### config.mk
export PLATFORM = sky130hd
export DESIGN_NAME = infix_add_sub_evaluator_core
export DESIGN_NICKNAME = d
export VERILOG_FILES = /design/src/design/iae_pkg.sv /design/src/design/iae_ram.sv /design/src/design/iae_front.sv /design/src/design/iae_cmd_fifo.sv /design/src/design/iae_back.sv /design/src/design/infix_add_sub_evaluator_core.sv
export VERILOG_INCLUDE_DIRS = /design/src /design/src/design
export SDC_FILE = /design/constraint.sdc
export NUM_CORES = 2
export LEC_CHECK = 0
export ABC_AREA = 1
export BUFFER_PORTS_ARGS = -buffer_cell sky130_fd_sc_hd__buf_2
export CORE_ASPECT_RATIO = 1.2
export CORE_MARGIN = 3
export CORE_UTILIZATION = 65
export CTS_BUF_LIST = sky130_fd_sc_hd__clkbuf_4 sky130_fd_sc_hd__clkbuf_8 sky130_fd_sc_hd__clkbuf_16
export DETAILED_ROUTE_END_ITERATION = 6
export HOLD_SLACK_MARGIN = 0.08
export PLACE_DENSITY_LB_ADDON = 0.12
export SLEW_MARGIN = 5
export SYNTH_ARGS = -nofsm -noshare
export SYNTH_HDL_FRONTEND = slang
export SYNTH_HIERARCHICAL = 1
export SYNTH_SLANG_ARGS = --single-unit
### constraint.sdc
create_clock -name clk -period 9.5 [get_ports clk]
set_clock_uncertainty 0.1 [all_clocks]
set_input_delay 0 -clock clk [delete_from_list [all_inputs] [get_ports clk]]
set_output_delay 0 -clock clk [all_outputs]
set_load 0.01 [all_outputs]
### src/design/infix_add_sub_evaluator_core_assert.svh
// ----------------------------------------------------------------------------
// Assertion macros for the infix add/sub evaluator
// Shared property forms; clk and rst_n are taken from the using module.
// ----------------------------------------------------------------------------
`ifndef INFIX_ADD_SUB_EVALUATOR_CORE_ASSERT_SVH
`define INFIX_ADD_SUB_EVALUATOR_CORE_ASSERT_SVH

// Same-cycle implication.
`define IAE_ASSERT_IMP(name, ante, cons, msg) \
    name: assert property (@(posedge clk) disable iff (!rst_n) (ante) |-> (cons)) \
        else $error(msg);

// Next-cycle implication.
`define IAE_ASSERT_NEXT(name, ante, cons, msg) \
    name: assert property (@(posedge clk) disable iff (!rst_n) (ante) |=> (cons)) \
        else $error(msg);

`endif

### src/design/iae_pkg.sv
// ----------------------------------------------------------------------------
// iae_pkg
// Types and constants shared by the infix add/sub evaluator modules.
// ----------------------------------------------------------------------------
package iae_pkg;

    localparam int unsigned DATA_W         = 32;
    localparam int unsigned CMD_FIFO_DEPTH = 4;

    localparam logic [7:0] CH_PLUS  = 8'h2B;
    localparam logic [7:0] CH_MINUS = 8'h2D;
    localparam logic [7:0] CH_OPEN  = 8'h28;
    localparam logic [7:0] CH_CLOSE = 8'h29;
    localparam logic [7:0] CH_ZERO  = 8'h30;
    localparam logic [7:0] CH_NINE  = 8'h39;

    typedef enum logic [2:0] {
        CMD_NONE,
        CMD_OPEN,
        CMD_CLOSE,
        CMD_ADD,
        CMD_SUB
    } cmd_kind_t;

    // Operator waiting at the current parenthesis level.
    typedef enum logic [1:0] {
        PEND_NONE,
        PEND_ADD,
        PEND_SUB
    } pend_t;

    typedef enum logic [1:0] {
        ST_OK        = 2'd0,
        ST_MALFORMED = 2'd1,
        ST_OVERFLOW  = 2'd2
    } status_t;

    typedef enum logic {
        BK_EXEC,
        BK_FINISH
    } back_state_t;

    typedef struct packed {
        cmd_kind_t         kind;
        logic              has_num;
        logic              last;
        logic [DATA_W-1:0] num;
    } cmd_t;

endpackage

### src/design/iae_ram.sv
// ----------------------------------------------------------------------------
// iae_ram
// Generic single-write, single-read RAM with registered read data.
// ----------------------------------------------------------------------------
module iae_ram #(
    parameter int unsigned WIDTH = 32,
    parameter int unsigned DEPTH = 32
) (
    input  logic                     clk,
    input  logic                     we,
    input  logic [$clog2(DEPTH)-1:0] waddr,
    input  logic [WIDTH-1:0]         wdata,
    input  logic [$clog2(DEPTH)-1:0] raddr,
    output logic [WIDTH-1:0]         rdata
);

    logic [WIDTH-1:0] mem_reg [DEPTH];
    logic [WIDTH-1:0] rdata_reg;

    always_ff @(posedge clk)
    begin
        if (we)
        begin
            mem_reg[waddr] <= wdata;
        end
        rdata_reg <= mem_reg[raddr];
    end

    assign rdata = rdata_reg;

endmodule

### src/design/iae_front.sv
// ----------------------------------------------------------------------------
// iae_front
// Takes characters, builds decimal numbers and issues stack commands.
// ----------------------------------------------------------------------------
module iae_front (
    input  logic          clk,
    input  logic          rst_n,
    input  logic          push,
    output logic          full,
    input  logic [7:0]    char_code,
    input  logic          end_of_expression,
    output logic          cmd_wr,
    output iae_pkg::cmd_t cmd_data,
    input  logic          cmd_full
);
    import iae_pkg::*;

    logic [DATA_W-1:0] acc_reg, acc_next;
    logic              pend_reg, pend_next;
    logic              accept;
    logic              is_digit;
    logic [DATA_W-1:0] acc_digit;
    cmd_kind_t         kind;

    assign full      = cmd_full;
    assign accept    = push && !cmd_full;
    assign is_digit  = (char_code >= CH_ZERO) && (char_code <= CH_NINE);
    // acc * 10 + digit; low nibble of '0'..'9' is the digit
    assign acc_digit = (acc_reg << 3) + (acc_reg << 1)
                     + {{(DATA_W-4){1'b0}}, char_code[3:0]};

    always_comb
    begin
        case (char_code)
            CH_OPEN:  kind = CMD_OPEN;
            CH_CLOSE: kind = CMD_CLOSE;
            CH_PLUS:  kind = CMD_ADD;
            CH_MINUS: kind = CMD_SUB;
            default:  kind = CMD_NONE;
        endcase
    end

    always_comb
    begin
        cmd_data.kind    = is_digit ? CMD_NONE : kind;
        cmd_data.has_num = is_digit ? 1'b1 : pend_reg;
        cmd_data.last    = end_of_expression;
        cmd_data.num     = is_digit ? acc_digit : acc_reg;
        cmd_wr           = accept && (!is_digit || end_of_expression);

        acc_next  = acc_reg;
        pend_next = pend_reg;
        if (accept)
        begin
            if (is_digit && !end_of_expression)
            begin
                acc_next  = acc_digit;
                pend_next = 1'b1;
            end
            else
            begin
                acc_next  = '0;
                pend_next = 1'b0;
            end
        end
    end

    always_ff @(posedge clk or negedge rst_n)
    begin
        if (!rst_n)
        begin
            acc_reg  <= '0;
            pend_reg <= 1'b0;
        end
        else
        begin
            acc_reg  <= acc_next;
            pend_reg <= pend_next;
        end
    end

endmodule

### src/design/iae_cmd_fifo.sv
// ----------------------------------------------------------------------------
// iae_cmd_fifo
// Short command queue between the character front end and the stack engine.
// ----------------------------------------------------------------------------
module iae_cmd_fifo (
    input  logic          clk,
    input  logic          rst_n,
    input  logic          wr_en,
    input  iae_pkg::cmd_t wr_data,
    output logic          full,
    input  logic          rd_en,
    output iae_pkg::cmd_t rd_data,
    output logic          empty
);
    import iae_pkg::*;

    localparam int unsigned AW = $clog2(CMD_FIFO_DEPTH);

    cmd_t          mem_reg [CMD_FIFO_DEPTH];
    logic [AW:0]   wr_ptr_reg, wr_ptr_next;
    logic [AW:0]   rd_ptr_reg, rd_ptr_next;

    assign empty   = (wr_ptr_reg == rd_ptr_reg);
    assign full    = (wr_ptr_reg[AW] != rd_ptr_reg[AW])
                  && (wr_ptr_reg[AW-1:0] == rd_ptr_reg[AW-1:0]);
    assign rd_data = mem_reg[rd_ptr_reg[AW-1:0]];

    always_comb
    begin
        wr_ptr_next = wr_ptr_reg;
        rd_ptr_next = rd_ptr_reg;
        if (wr_en && !full)
        begin
            wr_ptr_next = wr_ptr_reg + 1'b1;
        end
        if (rd_en && !empty)
        begin
            rd_ptr_next = rd_ptr_reg + 1'b1;
        end
    end

    always_ff @(posedge clk)
    begin
        if (wr_en && !full)
        begin
            mem_reg[wr_ptr_reg[AW-1:0]] <= wr_data;
        end
    end

    always_ff @(posedge clk or negedge rst_n)
    begin
        if (!rst_n)
        begin
            wr_ptr_reg <= '0;
            rd_ptr_reg <= '0;
        end
        else
        begin
            wr_ptr_reg <= wr_ptr_next;
            rd_ptr_reg <= rd_ptr_next;
        end
    end

endmodule

### src/design/iae_back.sv
// ----------------------------------------------------------------------------
// iae_back
// Stack engine: executes commands against the value and level stacks.
// ----------------------------------------------------------------------------
`include "infix_add_sub_evaluator_core_assert.svh"

module iae_back #(
    parameter int unsigned VALUE_DEPTH    = 32,
    parameter int unsigned OPERATOR_DEPTH = 32
) (
    input  logic                              clk,
    input  logic                              rst_n,
    input  logic                              cmd_empty,
    output logic                              cmd_rd,
    input  iae_pkg::cmd_t                     cmd_data,
    input  logic                              out_pop,
    output logic                              out_empty,
    output logic signed [iae_pkg::DATA_W-1:0] value,
    output logic [1:0]                        status
);
    import iae_pkg::*;

    localparam int unsigned VCW = $clog2(VALUE_DEPTH + 1);
    localparam int unsigned VAW = $clog2(VALUE_DEPTH);
    localparam int unsigned OCW = $clog2(OPERATOR_DEPTH + 1);
    localparam int unsigned LAW = $clog2(OPERATOR_DEPTH);
    localparam logic [VCW-1:0] VFULL = VCW'(VALUE_DEPTH);
    localparam logic [OCW-1:0] OFULL = OCW'(OPERATOR_DEPTH);

    back_state_t       state_reg, state_next;
    logic [VCW-1:0]    vcount_reg, vcount_next;
    logic [DATA_W-1:0] top_reg, top_next;
    logic [DATA_W-1:0] sec_reg, sec_next;
    logic [OCW-1:0]    opc_reg, opc_next;
    logic [OCW-1:0]    lvl_reg, lvl_next;
    pend_t             pend_reg, pend_next;
    status_t           err_reg, err_next;
    logic              lfwd_reg, lfwd_next;
    pend_t             lfwd_data_reg;
    logic              out_valid_reg, out_valid_next;
    logic [DATA_W-1:0] out_value_reg, out_value_next;
    status_t           out_status_reg, out_status_next;

    logic              v_we;
    logic [VAW-1:0]    v_waddr, v_raddr;
    logic [DATA_W-1:0] v_wdata, v_rdata;
    logic              l_we;
    logic [LAW-1:0]    l_waddr, l_raddr;
    logic [1:0]        l_wdata, l_rdata;

    logic [VCW-1:0]    vc_m1, vc_m2, vnext_m3;
    logic [OCW-1:0]    lnext_m1;
    logic              do_reduce, vals_short, with_num, open_fire, fin_fire;
    logic [DATA_W-1:0] alu_a, alu_b, alu_res;
    pend_t             lvl_top;
    status_t           fault;
    status_t           fin_status;
    logic [DATA_W-1:0] fin_value;

    // ---- stacks: every value entry, saved operator per open level
    iae_ram #(.WIDTH(DATA_W), .DEPTH(VALUE_DEPTH)) u_vram (
        .clk   (clk),
        .we    (v_we),
        .waddr (v_waddr),
        .wdata (v_wdata),
        .raddr (v_raddr),
        .rdata (v_rdata)
    );

    iae_ram #(.WIDTH(2), .DEPTH(OPERATOR_DEPTH)) u_lram (
        .clk   (clk),
        .we    (l_we),
        .waddr (l_waddr),
        .wdata (l_wdata),
        .raddr (l_raddr),
        .rdata (l_rdata)
    );

    assign vc_m1    = vcount_reg - 1'b1;
    assign vc_m2    = vcount_reg - VCW'(2);
    // prefetch the entry two below the next top
    assign vnext_m3 = vcount_next - VCW'(3);
    assign v_raddr  = vnext_m3[VAW-1:0];
    assign lnext_m1 = lvl_next - 1'b1;
    assign l_raddr  = lnext_m1[LAW-1:0];
    assign l_waddr  = lvl_reg[LAW-1:0];
    assign l_wdata  = pend_reg;
    assign lvl_top  = lfwd_reg ? lfwd_data_reg : pend_t'(l_rdata);

    assign do_reduce  = (cmd_data.kind == CMD_CLOSE || cmd_data.kind == CMD_ADD
                         || cmd_data.kind == CMD_SUB) && (pend_reg != PEND_NONE);
    assign vals_short = cmd_data.has_num ? (vcount_reg == '0) : (vcount_reg < VCW'(2));

    // one shared adder
    assign with_num = (state_reg == BK_EXEC) && cmd_data.has_num;
    assign alu_a    = with_num ? top_reg : sec_reg;
    assign alu_b    = with_num ? cmd_data.num : top_reg;
    assign alu_res  = (pend_reg == PEND_SUB) ? (alu_a - alu_b) : (alu_a + alu_b);

    assign fin_fire = (state_reg == BK_FINISH) && (!out_valid_reg || out_pop);

    // first failing check of a command
    always_comb
    begin
        fault = ST_OK;
        if (cmd_data.has_num && vcount_reg == VFULL)
            fault = ST_OVERFLOW;
        else if (do_reduce && vals_short)
            fault = ST_MALFORMED;
        else
        begin
            case (cmd_data.kind)
                CMD_OPEN:
                    if (opc_reg == OFULL)
                        fault = ST_OVERFLOW;
                CMD_CLOSE:
                    if (lvl_reg == '0)
                        fault = ST_MALFORMED;
                CMD_ADD, CMD_SUB:
                    if (!do_reduce && opc_reg == OFULL)
                        fault = ST_OVERFLOW;
                default:
                    fault = ST_OK;
            endcase
        end
    end

    // final reduction and result
    always_comb
    begin
        fin_status = err_reg;
        fin_value  = '0;
        if (err_reg == ST_OK)
        begin
            if (pend_reg != PEND_NONE)
            begin
                if (vcount_reg < VCW'(2))
                    fin_status = ST_MALFORMED;
                else
                    fin_value = alu_res;
            end
            else if (vcount_reg == '0)
                fin_status = ST_MALFORMED;
            else
                fin_value = top_reg;
        end
    end

    always_comb
    begin
        state_next      = state_reg;
        vcount_next     = vcount_reg;
        top_next        = top_reg;
        sec_next        = sec_reg;
        opc_next        = opc_reg;
        lvl_next        = lvl_reg;
        pend_next       = pend_reg;
        err_next        = err_reg;
        out_valid_next  = out_valid_reg && !out_pop;
        out_value_next  = out_value_reg;
        out_status_next = out_status_reg;
        cmd_rd          = 1'b0;
        v_we            = 1'b0;
        v_waddr         = vcount_reg[VAW-1:0];
        v_wdata         = cmd_data.num;
        l_we            = 1'b0;
        open_fire       = 1'b0;

        case (state_reg)
            BK_EXEC:
            begin
                if (!cmd_empty)
                begin
                    cmd_rd = 1'b1;
                    if (cmd_data.last)
                        state_next = BK_FINISH;
                    if (err_reg == ST_OK && fault != ST_OK)
                        err_next = fault;
                    else if (err_reg == ST_OK)
                    begin
                        // value stack
                        if (do_reduce)
                        begin
                            top_next = alu_res;
                            v_we     = 1'b1;
                            v_wdata  = alu_res;
                            if (cmd_data.has_num)
                                v_waddr = vc_m1[VAW-1:0];
                            else
                            begin
                                v_waddr     = vc_m2[VAW-1:0];
                                sec_next    = v_rdata;
                                vcount_next = vc_m1;
                            end
                        end
                        else if (cmd_data.has_num)
                        begin
                            top_next    = cmd_data.num;
                            sec_next    = top_reg;
                            v_we        = 1'b1;
                            vcount_next = vcount_reg + 1'b1;
                        end
                        // operator / level stack
                        case (cmd_data.kind)
                            CMD_OPEN:
                            begin
                                l_we      = 1'b1;
                                open_fire = 1'b1;
                                lvl_next  = lvl_reg + 1'b1;
                                pend_next = PEND_NONE;
                                opc_next  = opc_reg + 1'b1;
                            end
                            CMD_CLOSE:
                            begin
                                lvl_next  = lvl_reg - 1'b1;
                                pend_next = lvl_top;
                                opc_next  = do_reduce ? opc_reg - OCW'(2) : opc_reg - 1'b1;
                            end
                            CMD_ADD, CMD_SUB:
                            begin
                                pend_next = (cmd_data.kind == CMD_ADD) ? PEND_ADD : PEND_SUB;
                                opc_next  = do_reduce ? opc_reg : opc_reg + 1'b1;
                            end
                            default:
                            begin
                                pend_next = pend_reg;
                            end
                        endcase
                    end
                end
            end
            BK_FINISH:
            begin
                if (fin_fire)
                begin
                    state_next      = BK_EXEC;
                    out_valid_next  = 1'b1;
                    out_value_next  = fin_value;
                    out_status_next = fin_status;
                    vcount_next     = '0;
                    opc_next        = '0;
                    lvl_next        = '0;
                    pend_next       = PEND_NONE;
                    err_next        = ST_OK;
                end
            end
            default:
            begin
                state_next = BK_EXEC;
            end
        endcase
    end

    assign lfwd_next = open_fire;

    always_ff @(posedge clk or negedge rst_n)
    begin
        if (!rst_n)
        begin
            state_reg     <= BK_EXEC;
            vcount_reg    <= '0;
            opc_reg       <= '0;
            lvl_reg       <= '0;
            pend_reg      <= PEND_NONE;
            err_reg       <= ST_OK;
            lfwd_reg      <= 1'b0;
            out_valid_reg <= 1'b0;
        end
        else
        begin
            state_reg     <= state_next;
            vcount_reg    <= vcount_next;
            opc_reg       <= opc_next;
            lvl_reg       <= lvl_next;
            pend_reg      <= pend_next;
            err_reg       <= err_next;
            lfwd_reg      <= lfwd_next;
            out_valid_reg <= out_valid_next;
        end
    end

    always_ff @(posedge clk)
    begin
        top_reg        <= top_next;
        sec_reg        <= sec_next;
        lfwd_data_reg  <= pend_reg;
        out_value_reg  <= out_value_next;
        out_status_reg <= out_status_next;
    end

    assign out_empty = !out_valid_reg;
    assign value     = $signed(out_value_reg);
    assign status    = out_status_reg;

    `IAE_ASSERT_IMP(a_vcount_bound, 1'b1, vcount_reg <= VFULL, "value count past depth")
    `IAE_ASSERT_IMP(a_lvl_within_opc, 1'b1, lvl_reg <= opc_reg, "open levels exceed operators")
    `IAE_ASSERT_NEXT(a_clear_after_result, fin_fire, (vcount_reg == '0) && (opc_reg == '0) && (err_reg == ST_OK) && (state_reg == BK_EXEC), "state not cleared after result")
    `IAE_ASSERT_IMP(a_err_value_zero, out_valid_reg && (out_status_reg != ST_OK), out_value_reg == '0, "nonzero value with error status")

endmodule

### src/design/infix_add_sub_evaluator_core.sv
// ----------------------------------------------------------------------------
// infix_add_sub_evaluator_core
// Evaluates an infix '+', '-', '(' ')' expression fed one character per request.
// ----------------------------------------------------------------------------
//
//  channel   handshake         payload                        direction
//  --------  ----------------  -----------------------------  ---------
//  chars     push / full       char_code[7:0], end_of_expr.   in
//  result    pop / empty       value[31:0] signed, status[1:0] out
//
//  One character is taken per clock while the command queue between front
//  and back end has room; digits inside a number make no command.
//  The back end retires one command per clock in its execute state and
//  passes through a finish state per expression for the final reduction,
//  so a long run of very short expressions fills the queue and raises full.
//  When the back end is idle, empty falls after the last command passes the
//  queue and the execute and finish states; a waiting result holds the back
//  end, so the next expression enters only until the command queue fills.
//  Reset (rst_n low, async) empties the queues and zeroes all counts; the
//  stack memories need no clearing.
//
// Structure:
//  - iae_front builds decimal numbers (wrapping mod 2^32) and turns each
//    non-digit, or a digit that ends the expression, into a command.
//  - iae_cmd_fifo decouples the two sides.
//  - iae_back keeps the top two values in registers with the rest in a RAM,
//    and folds the operator stack into one pending operator per open
//    parenthesis level, so each command needs at most one add/subtract.
// ----------------------------------------------------------------------------
module infix_add_sub_evaluator_core #(
    parameter int unsigned VALUE_DEPTH    = 32,
    parameter int unsigned OPERATOR_DEPTH = 32
) (
    input  logic               clk,
    input  logic               rst_n,
    input  logic               push,
    output logic               full,
    input  logic [7:0]         char_code,
    input  logic               end_of_expression,
    input  logic               pop,
    output logic               empty,
    output logic signed [31:0] value,
    output logic [1:0]         status
);
    import iae_pkg::*;

    logic cmd_wr;
    logic cmd_full;
    logic cmd_rd;
    logic cmd_empty;
    cmd_t cmd_in;
    cmd_t cmd_out;

    // Character decode and number accumulation.
    iae_front u_front (
        .clk               (clk),
        .rst_n             (rst_n),
        .push              (push),
        .full              (full),
        .char_code         (char_code),
        .end_of_expression (end_of_expression),
        .cmd_wr            (cmd_wr),
        .cmd_data          (cmd_in),
        .cmd_full          (cmd_full)
    );

    // Decoupling queue.
    iae_cmd_fifo u_fifo (
        .clk     (clk),
        .rst_n   (rst_n),
        .wr_en   (cmd_wr),
        .wr_data (cmd_in),
        .full    (cmd_full),
        .rd_en   (cmd_rd),
        .rd_data (cmd_out),
        .empty   (cmd_empty)
    );

    // Stack engine and result register.
    iae_back #(
        .VALUE_DEPTH    (VALUE_DEPTH),
        .OPERATOR_DEPTH (OPERATOR_DEPTH)
    ) u_back (
        .clk       (clk),
        .rst_n     (rst_n),
        .cmd_empty (cmd_empty),
        .cmd_rd    (cmd_rd),
        .cmd_data  (cmd_out),
        .out_pop   (pop),
        .out_empty (empty),
        .value     (value),
        .status    (status)
    );

endmodule
==> out/summary.txt <==
Slew HR -> 10.73%
Final Hold Fails -> 0
Final worst slack -> 2.735 ns
Crit share post-route -> 71.21%
Final #Nets -> 6514
Reg-to-reg setup timing slack -> 2.73 ns
Gr ovfl total -> 0
# diodes -> 0
Largest net degree at the start of global routing -> 200
Critical-path maximum fanout -> 77
Chip height -> 355.1 um
Hold depth -> 4
Mapped Nets -> 6523
# H-tree levels -> 4
Post-synth cell types -> 63
Initial DRT Pass Iterations -> 6
Final Max Tran Viols -> 0
Cells after Synth -> 6396
Status -> completed
Top_reg_cell synth -> edfxtp_1
Initial antenna violation count -> 4
Die width -> 296.9 um
Synth top area share -> 60.70%
Worst path required time -> 9.82 ns
Fin crit period -> 6.765 ns
Inst Count DP -> 7578
I/O Buffers -> 48
Vias -> 47260
First-pass GRT wire length -> 271100 um
Mapped Area -> 0.06600 mm2
Top Ports -> 49
Reg2Reg Launch Point -> u_fifo/rd_ptr_reg[0]$_DFFE_PN0P_
Critical Path AT -> 7.09 ns
Synth cell count leaders -> 2252 x nand2_1, 1334 x edfxtp_1, 973 x nand3_1
Most frequent cell after synthesis -> nand2_1
Cells taking the most area after synthesis -> edfxtp_1 61%, nand2_1 13%, nand3_1 7.4%
Post-synth ARST share -> 4.463%
Crit. End Element -> flop
Post-layout instance area -> 0.07195 mm2
Initial core utilization -> 65.82%
R2r worst-path depth -> 18
Setup TNS -> 0 ns
R2R Path End -> u_back/u_vram/mem_reg[17][8]$_DFFE_PP_
Total GRT Usage -> 34.01%
Worst-Skew Late Latency -> 0.77 ns
Core box area -> 0.1003 mm2
Fin cells -> 7858
Area after DPL -> 0.06700 mm2
Max Fclk -> 147.8 MHz
Worst Hold End -> u_back/out_valid_reg$_DFF_PN0_
Hold Crit Class -> input port to flop
Detailed placement HPWL -> 110700 um
Final setup fails -> 0
Yosys top cell by area -> edfxtp_1
Wire per inst -> 22.96 um
Ys Warns -> 6
Row count -> 127
DRC -> 0
Min-delay src -> pop
Number of synthesized register bits -> 1434
Vias in the first global route -> 45020
EDFF count, synth -> 1334
Crit Path Class -> flop to flop
CTS buffer count -> 140
DR iter-0 viols -> 5600
Remaining antenna violation count -> 0
Layout cells sized above 1 -> 8.256%
RSZ-0062 raised after global routing -> false
Total wire length -> 180500 um
Place WS -> 2.790 ns
RD Place Congestion -> 0.9648
CTS tree -> built
Clock Root Buffer -> clkbuf_16
Die ar. -> 0.1054 mm2
Largest register FFs -> 1024
Sequential fraction of the synthesis area -> 64.22%
Syn Area/Cell -> 10.32 um2
Max cap viols -> 0
Area delta synth->final -> 9.023%
Clk sinks -> 1434
Vias per cell -> 6.014
CTS Buffer Depth -> 3
Post_cts resized -> 0
Least-Margin Pin Slew -> 1.336 ns
CTS clock-pin slew for the worst setup and hold paths -> 0.06 ns
CP Launch Type -> flop
cells by family (layout without fill, tap and decap cells):
logic type	Yosys count	after routing	share of synthesized area, %
buf+inv	641	749	5.089
fa+ha+maj	114	114	2.207
flops	1434	1434	64.22
xor+xnor	89	89	1.193
simple gates	3616	3616	23.03
compound gates	502	502	4.264
area by class of cell:
cell class / instances / area, um2
clock inverter: 77 / 738.2
timing repair buffer: 163 / 1234
clock buffer: 182 / 3998
inverter: 327 / 1274
multi-input combinational: 4321 / 20630
tap: 1354 / 1694
fill: 7149 / 28320
sequential: 1434 / 42380
metal layers:
layer	routed length (um)	track usage, %
met3	16840	5.400
met4	8429	15.20
met2	87760	56.37
met5	13	0
met1	67420	44.91
repair_timing:
action                    4_1_cts  5_1_grt
setup buffers                   0        0
hold endpoints to repair      170        0
hold buffers                   21        0
placed cells by master (no fill, tap or decap), types with 7 or more instances in the layout:
cell / instances
o22ai_1: 47
o21ai_2: 30
inv_1: 306
edfxtp_1: 1334
nand3_1: 973
clkinv_2: 25
buf_2: 47
nand3b_1: 8
o21ai_0: 234
nor2_1: 244
ha_1: 109
nor3_1: 17
nand2_4: 7
nor2_4: 40
xnor2_1: 25
nor2_2: 9
xor2_1: 62
dfrtp_1: 63
o21a_1: 8
dfxtp_1: 36
buf_4: 89
dlygate4sd3_1: 21
clkbuf_4: 26
inv_6: 8
o21ai_1: 36
a21boi_0: 7
a21o_1: 8
clkbuf_16: 147
nand2_2: 22
a21oi_1: 102
clkbuf_8: 9
nand4_1: 18
or2_2: 8
clkinv_1: 29
bufinv_16: 13
nand2_1: 2250
nand3_2: 7
inv_2: 12
worst max-delay path by stage:
stage,startpoint,end,slack (ns),cells past startpoint
floorplan,u_fifo/rd_ptr_reg[0]$_DFFE_PN0P_,u_back/u_vram/mem_reg[0][27]$_DFFE_PP_,3.89,28
global placement,u_fifo/rd_ptr_reg[0]$_DFFE_PN0P_,u_back/u_vram/mem_reg[19][26]$_DFFE_PP_,2.80,23
detailed placement,u_fifo/rd_ptr_reg[0]$_DFFE_PN0P_,u_back/u_vram/mem_reg[16][26]$_DFFE_PP_,2.79,23
CTS,u_fifo/rd_ptr_reg[0]$_DFFE_PN0P_,u_back/u_vram/mem_reg[20][26]$_DFFE_PP_,2.76,25
global route,u_fifo/rd_ptr_reg[0]$_DFFE_PN0P_,u_back/u_vram/mem_reg[17][12]$_DFFE_PP_,2.32,19
finish,u_fifo/rd_ptr_reg[0]$_DFFE_PN0P_,u_back/u_vram/mem_reg[17][8]$_DFFE_PP_,2.73,18
critical path, stage by stage, from the launching register on:
cell and delay, ns:
dfrtp_2 0.36, buf_4 0.59, o21ai_1 0.19, o22ai_1 0.38
nand2_2 0.18, nand2_2 0.14, nand2_4 0.25, nand3_1 0.18
nand3_2 0.13, nor2_4 0.22, nand2_4 0.10, nor2_8 0.43
nand2_4 0.19, inv_2 0.38, o21ai_0 0.32, inv_1 0.16
nand3_1 0.62, nor2_4 1.01, buf_4 0.43
per-stage QoR:
step	utilization (%)	hold WS, ns
after CTS	71.75	0.1225
after floorplan	-	-0.3956
after global placement	66.82	-0.1800
after global routing	71.76	0.1545
final	71.76	0.1814
after detailed placement	66.82	-0.1819
Power is not shown: default switching activity piles up to over one toggle a cycle in this logic, so the estimate is an artifact.
